`config.mk`:
```
export PLATFORM = sky130hd
export DESIGN_NAME = leibniz_pi_decimal_accumulator_core
export DESIGN_NICKNAME = d
export VERILOG_FILES = /design/src/lpda_pkg.sv /design/src/lpda_ram.sv /design/src/leibniz_pi_decimal_accumulator_core.sv
export VERILOG_INCLUDE_DIRS = /design/src /design/src/src
export SDC_FILE = /design/constraint.sdc
export NUM_CORES = 2
export LEC_CHECK = 0
export BUFFER_PORTS_ARGS = -buffer_cell sky130_fd_sc_hd__buf_2
export CELL_PAD_IN_SITES_DETAIL_PLACEMENT = 0
export CELL_PAD_IN_SITES_GLOBAL_PLACEMENT = 2
export CORE_MARGIN = 5
export CORE_UTILIZATION = 35
export CTS_BUF_LIST = sky130_fd_sc_hd__clkbuf_16
export CTS_CLUSTER_SIZE = 16
export DETAILED_ROUTE_END_ITERATION = 10
export GPL_TIMING_DRIVEN = 1
export HOLD_SLACK_MARGIN = 0.1
export PLACE_DENSITY_LB_ADDON = 0.25
export SKIP_CTS_REPAIR_TIMING = 1
export SYNTH_ARGS = -nofsm -noshare
export SYNTH_HDL_FRONTEND = slang
export SYNTH_SLANG_ARGS = --single-unit
```
`constraint.sdc`:
```
create_clock -name clk -period 15.7 [get_ports clk]
set_input_delay 2.355 -clock clk [delete_from_list [all_inputs] [get_ports clk]]
set_output_delay 2.355 -clock clk [all_outputs]
set_load 0.02 [all_outputs]
```
`src/assert_macros.svh`:
```
// assertion macros, included by the accumulator core
`ifndef ASSERT_MACROS_SVH
`define ASSERT_MACROS_SVH

// same-cycle implication, sampled on clk, off while arst_n is low
`define ASSERT_NOW(label, ante, cons, msg) \
	label: assert property (@(posedge clk) disable iff (!arst_n) (ante) |-> (cons)) \
		else $error(msg);

// next-cycle implication, sampled on clk, off while arst_n is low
`define ASSERT_NEXT(label, ante, cons, msg) \
	label: assert property (@(posedge clk) disable iff (!arst_n) (ante) |=> (cons)) \
		else $error(msg);

`endif

```
`src/lpda_pkg.sv`:
```
// constants and command codes of the leibniz pi decimal accumulator
`timescale 1ns / 1ps

package lpda_pkg;

	localparam int DIGITS      = 256;
	localparam int COUNT_BITS  = 20;
	localparam int ADDR_W      = $clog2(DIGITS);
	localparam int DIV_W       = COUNT_BITS + 1;
	localparam int PART_W      = DIV_W + 4;
	localparam int TERMS_W     = 20;
	localparam int DIGIT_W     = 4;
	localparam int START_UNITS = 4;
	localparam int RADIX       = 10;

	localparam logic [ADDR_W-1:0] LAST_IDX = ADDR_W'(DIGITS - 1);

	typedef enum logic [1:0] {
		CMD_STEP  = 2'd0,
		CMD_READ  = 2'd1,
		CMD_CLEAR = 2'd2,
		CMD_NONE  = 2'd3
	} cmd_t;

endpackage

```
`src/lpda_ram.sv`:
```
// generic single-write, single-read ram with registered read data
`timescale 1ns / 1ps

module lpda_ram #(
	parameter int WIDTH = 4,
	parameter int DEPTH = 256
) (
	input  logic                     clk,
	input  logic                     we,
	input  logic [$clog2(DEPTH)-1:0] waddr,
	input  logic [WIDTH-1:0]         wdata,
	input  logic                     re,
	input  logic [$clog2(DEPTH)-1:0] raddr,
	output logic [WIDTH-1:0]         rdata
);

	logic [WIDTH-1:0] mem [DEPTH];

	always_ff @(posedge clk) begin
		if (we) begin
			mem[waddr] <= wdata;
		end
		if (re) begin
			rdata <= mem[raddr];
		end
	end

endmodule

```
`src/leibniz_pi_decimal_accumulator_core.sv`:
```
// leibniz pi accumulator: decimal digit sum in ram, long divide and add/sub sweeps
//
//  channel | valid     | stall     | payload
//  --------+-----------+-----------+---------------------------------------
//  request | req_valid | req_stall | command, digit_index
//  result  | rsp_valid | rsp_stall | digit_value, terms_done, refused
//
// a step runs the divide unit, which works out one quotient digit per sum digit into
// the term ram, then one pass over the sum ram, one digit per cycle
// a read answers after the registered ram read; clear, refused step and unused command at once
// reset clears per-digit valid bits, so the sum reads as 4.000... at once, no sweep
// one request at a time; a waiting result holds off the next request, which may
// enter on the cycle the result is taken
`timescale 1ns / 1ps
`include "assert_macros.svh"

module leibniz_pi_decimal_accumulator_core (
	input  logic                               clk,
	input  logic                               arst_n,
	input  logic                               req_valid,
	output logic                               req_stall,
	input  logic [1:0]                         command,
	input  logic [7:0]                         digit_index,
	output logic                               rsp_valid,
	input  logic                               rsp_stall,
	output logic [lpda_pkg::DIGIT_W-1:0]       digit_value,
	output logic [lpda_pkg::TERMS_W-1:0]       terms_done,
	output logic                               refused
);

	typedef enum logic [2:0] {
		ST_IDLE,
		ST_RD_WAIT,
		ST_DIV,
		ST_PRIME,
		ST_SUM
	} state_t;

	state_t state_q;

	// result register
	logic                                rsp_valid_q;
	logic [lpda_pkg::DIGIT_W-1:0]        digit_q;
	logic [lpda_pkg::TERMS_W-1:0]        terms_q;
	logic                                refused_q;

	// series state
	logic [lpda_pkg::COUNT_BITS-1:0]     term_count_q;
	logic [lpda_pkg::DIGITS-1:0]         sum_vld_q;

	// divide unit
	logic [lpda_pkg::DIV_W-1:0]          div_q;
	logic [lpda_pkg::PART_W-1:0]         part_q;
	logic [1:0]                          bit_q;
	logic [2:0]                          q_q;

	// digit sweep
	logic [lpda_pkg::ADDR_W-1:0]         k_q;
	logic                                sub_q;
	logic                                cy_q;
	logic                                in_range_q;

	// ram read side registers, aligned with the ram output
	logic                                rd_vld_s1;
	logic                                rd_zero_s1;

	// ram ports
	logic                                sum_re;
	logic [lpda_pkg::ADDR_W-1:0]         sum_raddr;
	logic [lpda_pkg::DIGIT_W-1:0]        sum_rdata;
	logic                                sum_we;
	logic [lpda_pkg::DIGIT_W-1:0]        sum_wdata;
	logic                                term_we;
	logic [lpda_pkg::DIGIT_W-1:0]        term_wdata;
	logic [lpda_pkg::DIGIT_W-1:0]        term_rdata;

	logic                                req_fire;
	lpda_pkg::cmd_t                      cmd;
	logic                                sat;
	logic                                slot_free;
	logic                                step_refused;

	logic [lpda_pkg::PART_W-1:0]         trial;
	logic                                ge;
	logic [lpda_pkg::PART_W-1:0]         part_sub;
	logic [lpda_pkg::PART_W-1:0]         part_x10;

	logic [lpda_pkg::DIGIT_W-1:0]        sum_d;
	logic [4:0]                          add_t;
	logic [4:0]                          sub_need;
	logic [lpda_pkg::DIGIT_W-1:0]        res_d;
	logic                                cout;

	assign cmd       = lpda_pkg::cmd_t'(command);
	assign slot_free = !rsp_valid_q || !rsp_stall;
	assign req_stall = (state_q != ST_IDLE) || !slot_free;
	assign req_fire  = req_valid && !req_stall;
	assign sat       = &term_count_q;

	assign step_refused = req_fire && (cmd == lpda_pkg::CMD_STEP) && sat;

	assign rsp_valid   = rsp_valid_q;
	assign digit_value = digit_q;
	assign terms_done  = terms_q;
	assign refused     = refused_q;

	// divide step: one restoring bit per cycle, quotient bits 3 down to 0
	assign trial    = lpda_pkg::PART_W'(div_q) << bit_q;
	assign ge       = part_q >= trial;
	assign part_sub = ge ? (part_q - trial) : part_q;
	assign part_x10 = (part_sub << 3) + (part_sub << 1);

	assign term_we    = (state_q == ST_DIV) && (bit_q == 2'd0);
	assign term_wdata = {q_q, ge};

	// digits never written since reset or clear read as the start value: four at digit 0, zero elsewhere
	assign sum_d = rd_vld_s1 ? sum_rdata :
		(rd_zero_s1 ? lpda_pkg::DIGIT_W'(lpda_pkg::START_UNITS) : '0);

	assign add_t    = 5'(sum_d) + 5'(term_rdata) + 5'(cy_q);
	assign sub_need = 5'(term_rdata) + 5'(cy_q);

	always_comb begin
		if (sub_q) begin
			if (5'(sum_d) >= sub_need) begin
				res_d = 4'(5'(sum_d) - sub_need);
				cout  = 1'b0;
			end else begin
				res_d = 4'(5'(sum_d) + 5'(lpda_pkg::RADIX) - sub_need);
				cout  = 1'b1;
			end
		end else begin
			if (add_t >= 5'(lpda_pkg::RADIX)) begin
				res_d = 4'(add_t - 5'(lpda_pkg::RADIX));
				cout  = 1'b1;
			end else begin
				res_d = 4'(add_t);
				cout  = 1'b0;
			end
		end
	end

	assign sum_we    = (state_q == ST_SUM);
	assign sum_wdata = res_d;

	// sum ram read address: request read, first digit of sweep, or next more significant digit
	always_comb begin
		sum_re    = 1'b0;
		sum_raddr = k_q - 1'b1;
		unique case (state_q)
			ST_IDLE: begin
				sum_re    = req_fire && (cmd == lpda_pkg::CMD_READ);
				sum_raddr = lpda_pkg::ADDR_W'(digit_index);
			end
			ST_PRIME: begin
				sum_re    = 1'b1;
				sum_raddr = lpda_pkg::LAST_IDX;
			end
			ST_SUM: begin
				sum_re    = (k_q != '0);
				sum_raddr = k_q - 1'b1;
			end
			ST_RD_WAIT, ST_DIV: begin
				sum_re    = 1'b0;
			end
		endcase
	end

	always_ff @(posedge clk) begin
		if (sum_re) begin
			rd_vld_s1  <= sum_vld_q[sum_raddr];
			rd_zero_s1 <= (sum_raddr == '0);
		end
	end

	lpda_ram #(
		.WIDTH(lpda_pkg::DIGIT_W),
		.DEPTH(lpda_pkg::DIGITS)
	) u_sum_ram (
		.clk  (clk),
		.we   (sum_we),
		.waddr(k_q),
		.wdata(sum_wdata),
		.re   (sum_re),
		.raddr(sum_raddr),
		.rdata(sum_rdata)
	);

	// term digits share the sum sweep address
	lpda_ram #(
		.WIDTH(lpda_pkg::DIGIT_W),
		.DEPTH(lpda_pkg::DIGITS)
	) u_term_ram (
		.clk  (clk),
		.we   (term_we),
		.waddr(k_q),
		.wdata(term_wdata),
		.re   (sum_re && (state_q != ST_IDLE)),
		.raddr(sum_raddr),
		.rdata(term_rdata)
	);

	always_ff @(posedge clk or negedge arst_n) begin
		if (!arst_n) begin
			state_q      <= ST_IDLE;
			rsp_valid_q  <= 1'b0;
			term_count_q <= '0;
			sum_vld_q    <= '0;
		end else begin
			if (rsp_valid_q && !rsp_stall) begin
				rsp_valid_q <= 1'b0;
			end
			unique case (state_q)
				ST_IDLE: begin
					if (req_fire) begin
						unique case (cmd)
							lpda_pkg::CMD_STEP: begin
								if (sat) begin
									// saturated count: answer at once, nothing changes
									rsp_valid_q <= 1'b1;
									digit_q     <= '0;
									terms_q     <= lpda_pkg::TERMS_W'(term_count_q);
									refused_q   <= 1'b1;
								end else begin
									term_count_q <= term_count_q + 1'b1;
									div_q        <= {term_count_q + 1'b1, 1'b1};
									sub_q        <= ~term_count_q[0];
									part_q       <= lpda_pkg::PART_W'(lpda_pkg::START_UNITS);
									bit_q        <= 2'd3;
									q_q          <= '0;
									k_q          <= '0;
									state_q      <= ST_DIV;
								end
							end
							lpda_pkg::CMD_READ: begin
								in_range_q <= (32'(digit_index) < lpda_pkg::DIGITS);
								state_q    <= ST_RD_WAIT;
							end
							lpda_pkg::CMD_CLEAR: begin
								sum_vld_q    <= '0;
								term_count_q <= '0;
								rsp_valid_q  <= 1'b1;
								digit_q      <= '0;
								terms_q      <= '0;
								refused_q    <= 1'b0;
							end
							lpda_pkg::CMD_NONE: begin
								rsp_valid_q <= 1'b1;
								digit_q     <= '0;
								terms_q     <= lpda_pkg::TERMS_W'(term_count_q);
								refused_q   <= 1'b0;
							end
						endcase
					end
				end
				ST_RD_WAIT: begin
					rsp_valid_q <= 1'b1;
					digit_q     <= in_range_q ? sum_d : '0;
					terms_q     <= lpda_pkg::TERMS_W'(term_count_q);
					refused_q   <= 1'b0;
					state_q     <= ST_IDLE;
				end
				ST_DIV: begin
					bit_q <= bit_q - 1'b1;
					if (bit_q == 2'd0) begin
						// quotient digit written, remainder times ten for the next one
						q_q    <= '0;
						part_q <= part_x10;
						if (k_q == lpda_pkg::LAST_IDX) begin
							state_q <= ST_PRIME;
						end else begin
							k_q <= k_q + 1'b1;
						end
					end else begin
						q_q    <= {q_q[1:0], ge};
						part_q <= part_sub;
					end
				end
				ST_PRIME: begin
					k_q     <= lpda_pkg::LAST_IDX;
					cy_q    <= 1'b0;
					state_q <= ST_SUM;
				end
				ST_SUM: begin
					// least significant digit first, carry or borrow moves up
					cy_q           <= cout;
					sum_vld_q[k_q] <= 1'b1;
					if (k_q == '0) begin
						rsp_valid_q <= 1'b1;
						digit_q     <= '0;
						terms_q     <= lpda_pkg::TERMS_W'(term_count_q);
						refused_q   <= 1'b0;
						state_q     <= ST_IDLE;
					end else begin
						k_q <= k_q - 1'b1;
					end
				end
			endcase
		end
	end

	// a busy block never takes a request
	`ASSERT_NOW(a_busy_stalls, state_q != ST_IDLE, req_stall, "request taken while busy")

	// a refused step leaves the count alone and answers refused
	`ASSERT_NEXT(a_refused_holds, step_refused,
		rsp_valid_q && refused_q && $stable(term_count_q), "refused step changed state")

	// every quotient digit of the long division is decimal
	`ASSERT_NOW(a_digit_decimal, term_we, term_wdata <= 4'd9, "quotient digit above nine")

	// a stalled result stays valid and unchanged until it is taken
	`ASSERT_NEXT(a_no_overwrite, rsp_valid_q && rsp_stall,
		rsp_valid_q && $stable(digit_q) && $stable(terms_q) && $stable(refused_q),
		"result register overrun")

endmodule
```
After elaboration in Yosys (flattened, before gate mapping) --
Memory sizes are Yosys's and may differ from the RTL's. A register that Yosys moved wholly into a read port is not among the register bits. Index checks and enable logic that the tools add are counted. Widths: inputs -> output; s select.
Storage, ports and cells: output and inout port bits 27, bits in latches 0, bits of input ports 14, bits in read-only memories 0, flip-flop bits (word level) 367, bits in writable memories 2048, logic and storage cells 178, memories kept 2
Operators by class: equal/unequal tests 24, shifts and indexed selects 1, multiply operators 0, bitwise logic cells 3, $lt $le $gt $ge 6, muxes and demuxes 74, add/sub/neg operators 13, reduce and logical (&&, ||, !) cells 38, div/mod/pow operators 0
Memories:
- u_sum_ram.mem | depth 256, bits a word 4, read ports 1, clocked after memory_dff 1, write ports 1, line lpda_ram.sv:17 | logic [WIDTH-1:0] mem [DEPTH];
- u_term_ram.mem | depth 256, bits a word 4, read ports 1, clocked after memory_dff 1, write ports 1, line lpda_ram.sv:17
Operators with widths (count):
- $mux 256 | 2
- $pmux 256 s2 | 1
- $or 256x256->256 | 1
- $mux 25 | 5
- $pmux 20 s3 | 2
- $mux 20 | 4
- $pmux 25 s2 | 1
- $mux 8 | 6
- $pmux 20 s2 | 1
- $pmux 8 s4 | 1
- $mux 3 | 10
- $mux 4 | 7
- $add 25x25->25 | 1
- $ge 25x25->1 | 1
- $shl 21x2->25 | 1
- $sub 25x25->25 | 1
- $reduce_and 6->1 | 4
- $add 20x1->20 const B | 1
- $reduce_and 20->1 | 1
- $lt 8x9->1 const B | 2
- $logic_not 8->1 | 2
- $mux 1 | 16
- $pmux 8 s2 | 1
- $pmux 3 s5 | 1
- other kinds (49) | 86

Longest topological paths before layout --
depth after elaboration 9, depth in mapped cells 30, mapped depth without buffers 26

Cells and area by module --
From an unflattened synthesis, not the netlist that was laid out.
Unflattened totals: cell total of the unflattened synthesis 6684, area total of the unflattened synthesis 102968.8 um2
Modules (own cells, without submodules):
- lpda_ram | seq. area each 30869.6 um2, area each 40715.3 um2, instances 2, cells each 2051
- leibniz_pi_decimal_accumulator_core | seq. area each 9589.2 um2, area each 21538.2 um2, instances 1, cells each 2582

Worst setup path before layout --
Ideal clock, no wire load.
kind flip-flop to flip-flop, start point register rd_vld_s1, end point memory u_sum_ram.mem[0][3], data pin, data required time 14.123 ns, slack 2.568 ns, clock period less this slack 13.132 ns, arrival time 11.555 ns, buffers on the path 0, cell stages (with the launch flop) 10, library setup time 1.577 ns, cell sequence edfxtp_1 nand2_1 fa_1 inv_1 o31ai_1 a21oi_1 a31o_2 o21ai_0 xnor2_1 a21oi_1
On the way: word-level cells in the longest chain between the ends 6, elaborated cells between the ends (all ways) 12, those cells by class add/sub (6); order compare (2); mux (4)
RTL lines:
- start, declared | line leibniz_pi_decimal_accumulator_core.sv:64 | logic rd_vld_s1;
- start signal, assigned | line leibniz_pi_decimal_accumulator_core.sv:171 | rd_vld_s1 <= sum_vld_q[sum_raddr];
- $mux 4 * | line leibniz_pi_decimal_accumulator_core.sv:117 | assign sum_d = rd_vld_s1 ? sum_rdata :
- $add 4x4->5 | line leibniz_pi_decimal_accumulator_core.sv:120 | assign add_t = 5'(sum_d) + 5'(term_rdata) + 5'(cy_q);
- $add 5x1->5 | line leibniz_pi_decimal_accumulator_core.sv:120
- $sub 4x4->4 or $ge 5x4->1 (tied branches) | line leibniz_pi_decimal_accumulator_core.sv:134, leibniz_pi_decimal_accumulator_core.sv:133
- $mux 4 | line leibniz_pi_decimal_accumulator_core.sv:133 | if (add_t >= 5'(lpda_pkg::RADIX)) begin
- $mux 4 * | line leibniz_pi_decimal_accumulator_core.sv:124 | if (sub_q) begin
- named net res_d, one bit | line leibniz_pi_decimal_accumulator_core.sv:91 | logic [lpda_pkg::DIGIT_W-1:0] res_d;
- end, declared | line lpda_ram.sv:17
The timed path passes the listed nets; every way through them passes the cells marked *.

Worst setup path after layout --
start point register bit_q[1], end point register part_q[22] (netlist bit), data pin
On the way: word-level cells in the longest chain between the ends 6, elaborated cells between the ends (all ways) 8, those cells by class add/sub (2); order compare (1); shift (1); mux (3); reduce/logical (1)
RTL lines:
- start, declared | line leibniz_pi_decimal_accumulator_core.sv:54 | logic [1:0] bit_q;
- start signal, assigned | line leibniz_pi_decimal_accumulator_core.sv:264 | bit_q <= bit_q - 1'b1;
- $shl 21x2->25 | line leibniz_pi_decimal_accumulator_core.sv:108 | assign trial = lpda_pkg::PART_W'(div_q) << bit_q;
- $sub 25x25->25 or $ge 25x25->1 (tied branches) | line leibniz_pi_decimal_accumulator_core.sv:110, leibniz_pi_decimal_accumulator_core.sv:109
- $mux 25 | line leibniz_pi_decimal_accumulator_core.sv:110 | assign part_sub = ge ? (part_q - trial) : part_q;
- $add 25x25->25 | line leibniz_pi_decimal_accumulator_core.sv:111 | assign part_x10 = (part_sub << 3) + (part_sub << 1);
- $mux 25 * | line leibniz_pi_decimal_accumulator_core.sv:265 | if (bit_q == 2'd0) begin
- $pmux 25 s2 * | line leibniz_pi_decimal_accumulator_core.sv:213 | unique case (state_q)
- end signal, assigned | line leibniz_pi_decimal_accumulator_core.sv:228 | part_q <= lpda_pkg::PART_W'(lpda_pkg::START_UNITS);
- end signal, assigned | line leibniz_pi_decimal_accumulator_core.sv:268 | part_q <= part_x10;
- end signal, assigned | line leibniz_pi_decimal_accumulator_core.sv:276 | part_q <= part_sub;
- end, declared | line leibniz_pi_decimal_accumulator_core.sv:53 | logic [lpda_pkg::PART_W-1:0] part_q;
Mark *: on every way between the ends. The rest lies on a longest branch, timed or not. The select of a mux whose other input is x is not followed. A chain may end at the register's enable or synchronous reset.

==> metrics.cfg <==
[timing]
worst_pin_slew_ps = 1580
hold_viol = 0
worst_slack_ps = 8100
tns_ps = 0
fin_crit_ps = 7600
setup_viol = 0
post-route-period-util_pct = 48.4
slew_viol_final = 92
max_freq_mhz = 132
rsz0062_at_grt = no
slew_headroom_pct = -5.15
whs_ps = 470
clock-skew-final_ps = 59.5

[critical_path]
crit_path_start_kind = register
worstPathMaxFanout = 35
startpoint = bit_q[1]
crit_end = part_q[22]
rr_worst_depth = 25
r2r-start = bit_q[1]
rr_endpoint = part_q[22]
cp-end-kind = register
crit_type = register to register
arrival_ps = 8230
required_ps = 16330
r2r_slack_ps = 8100

[min_path]
whs_path_depth = 1
hp-class = register to register

[die]
dieArea_um2 = 301000
pin_count = 41
die_x_um = 549
core_area_um2 = 289000
fp.dieH_um = 549
start_util_pct = 35.2
rows = 197

[global_routing]
grt_pass1_wl_um = 406000
antenna_found_initial = 15
grt_usage_pct = 18.1
grt_max_degree = 225
globalRouteOverflowTotal = 0
first_global_vias = 57000

[synthesis]
synth_cell_types = 84
synthesis.nets = 6141
synthArstFlopShare_pct = 11.6
ys_seq_area_share_pct = 70.2
synth_seq_cells = 2422
synthCells = 6065
synth_edf_count = 2142
syn_avg_cell_area_um2 = 16.8
synth_flop_cell = edfxtp_1
synthesis.area_um2 = 102000
yosys_warnings = 0

[placement]
dp_slack_ps = 7780
postPlaceCellArea_um2 = 106000
hpwl_um = 161000
port_buffers = 40
gp_congestion = 0.765
dp.cells = 9689

[cells_and_area]
nNetsFinal = 6154
area.growth.synth_to_final_pct = 12.9
postLayoutCoreUtil_pct = 39.8
final_cell_mix = edfxtp_1, nor2_1, mux4_2
final_cells = 10200
final_common_cell = edfxtp_1
final_cell_area_um2 = 115000
drive_above_1_share_pct = 18.7

[clock_network]
cts_made_buffers = 267
cts.htree.levels = 5
cts_root_buf = clkbuf_16
clk_latency_ps = 840
clock_tree.buffer_depth = 4
cts.sinks = 2422
cts_tree = yes
clkTransAtPathRegs_ps = 60

[pwr]
ir_drop_uv = 811
p_leak_nw = 39.4
finalPower_mw = 27.9
powerDensity_nw_per_um2 = 243

[detailed_routing]
via_count = 55100
first_iter_violations = 4823
drc = 0
drt_pass1_iterations = 6
viasPerCell = 5.42
ant_nets = 0
routed_wl_um = 278000
post_drt_wl_per_cell_um = 27.3

[run_status]
status = finished, violations left
violations = slew limit

[flow_run]
max-cap-violations = 0

[Yosys cell counts, types with 43 or more instances]
master / count / area (µm²)
nor2_1: 610 / 2290
mux4_2: 591 / 13300
nand3_1: 47 / 235
buf_1: 43 / 161
edfxtp_1: 2142 / 64300
a21o_1: 301 / 2260
dfrtp_1: 280 / 7010
a31oi_1: 82 / 513
ha_1: 57 / 713
buf_2: 77 / 385
a311oi_1: 74 / 648
o21ai_0: 91 / 455
clkbuf_1: 266 / 998
and2_1: 167 / 1040
xnor2_1: 47 / 412
a21oi_1: 134 / 671
nand2_1: 443 / 1660
inv_1: 54 / 203
a211oi_1: 198 / 1490
[cell type report]
cell class / count / area, µm²
fill: 26200 / 174000
inverter: 55 / 221
antenna: 6 / 15.0
timing repair buffer: 166 / 1340
sequential: 2422 / 71300
tap: 3880 / 4850
clock buffer: 280 / 7010
multi-input combinational: 3166 / 28500
clock inverter: 190 / 1490
[per-layer routing]
layer	vias up	share of wire [%]	track usage, %
met1	29300	44	25.6
li1	23900	-	-
met4	2	2.4	4.71
met2	1544	47	28.9
met3	368	6.2	3.56
met5	-	0.0043	0
[kinds of logic after synthesis]
group / Yosys count / synth area share (%)
mux: 604 / 13.2
flops: 2422 / 70.2
xor+xnor: 89 / 0.767
compound gates: 1019 / 7.09
fa+ha+maj: 65 / 0.830
buf+inv: 477 / 1.99
simple gates: 1389 / 5.92
[worst max-delay path, cell delays in order, from the launching register on]
cell	delay, ps
edfxtp_1	770
inv_1	230
ha_1	170
buf_4	400
ha_1	270
inv_1	60
fa_1	450
a21o_1	270
a221oi_1	710
o311ai_0	200
buf_4	190
o31ai_1	430
nand2b_1	100
a21oi_1	210
xor2_1	160
o21ai_0	190
ha_1	460
nand2_1	90
nor2_1	170
and3_1	240
nand3_1	160
or2_2	330
o31ai_1	530
o22ai_1	160
xor2_1	200
a211oi_1	250
[power breakdown]
part | switching (mW) | internal, mW
clock network | 2.53 | 3.60
logic | 8.19 | 3.94
registers | 0.126 | 9.56
[flip-flops by register name, summed over array words and instances, names as in the netlist, 4 cells and up]
| name | cells |
|---|---|
| part_q | 25 |
| u_sum_ram.mem | 1024 |
| k_q | 8 |
| digit_value | 4 |
| term_count_q | 20 |
| u_term_ram.mem | 1024 |
| div_q | 20 |
| sum_vld_q | 256 |
| u_sum_ram.rdata | 4 |
| u_term_ram.rdata | 4 |
| terms_done | 20 |
[how the worst min path moves through the flow]
stage                   startpoint        endpoint  slack (ps)
global route         sum_vld_q[81]   sum_vld_q[81]         480
detailed placement  sum_vld_q[105]  sum_vld_q[105]         460
floorplan           sum_vld_q[101]  sum_vld_q[101]         440
finish               sum_vld_q[41]   sum_vld_q[41]         470
CTS                  sum_vld_q[41]   sum_vld_q[41]         470
global placement    sum_vld_q[132]  sum_vld_q[132]         450
Power figures use the tool's default switching activity.
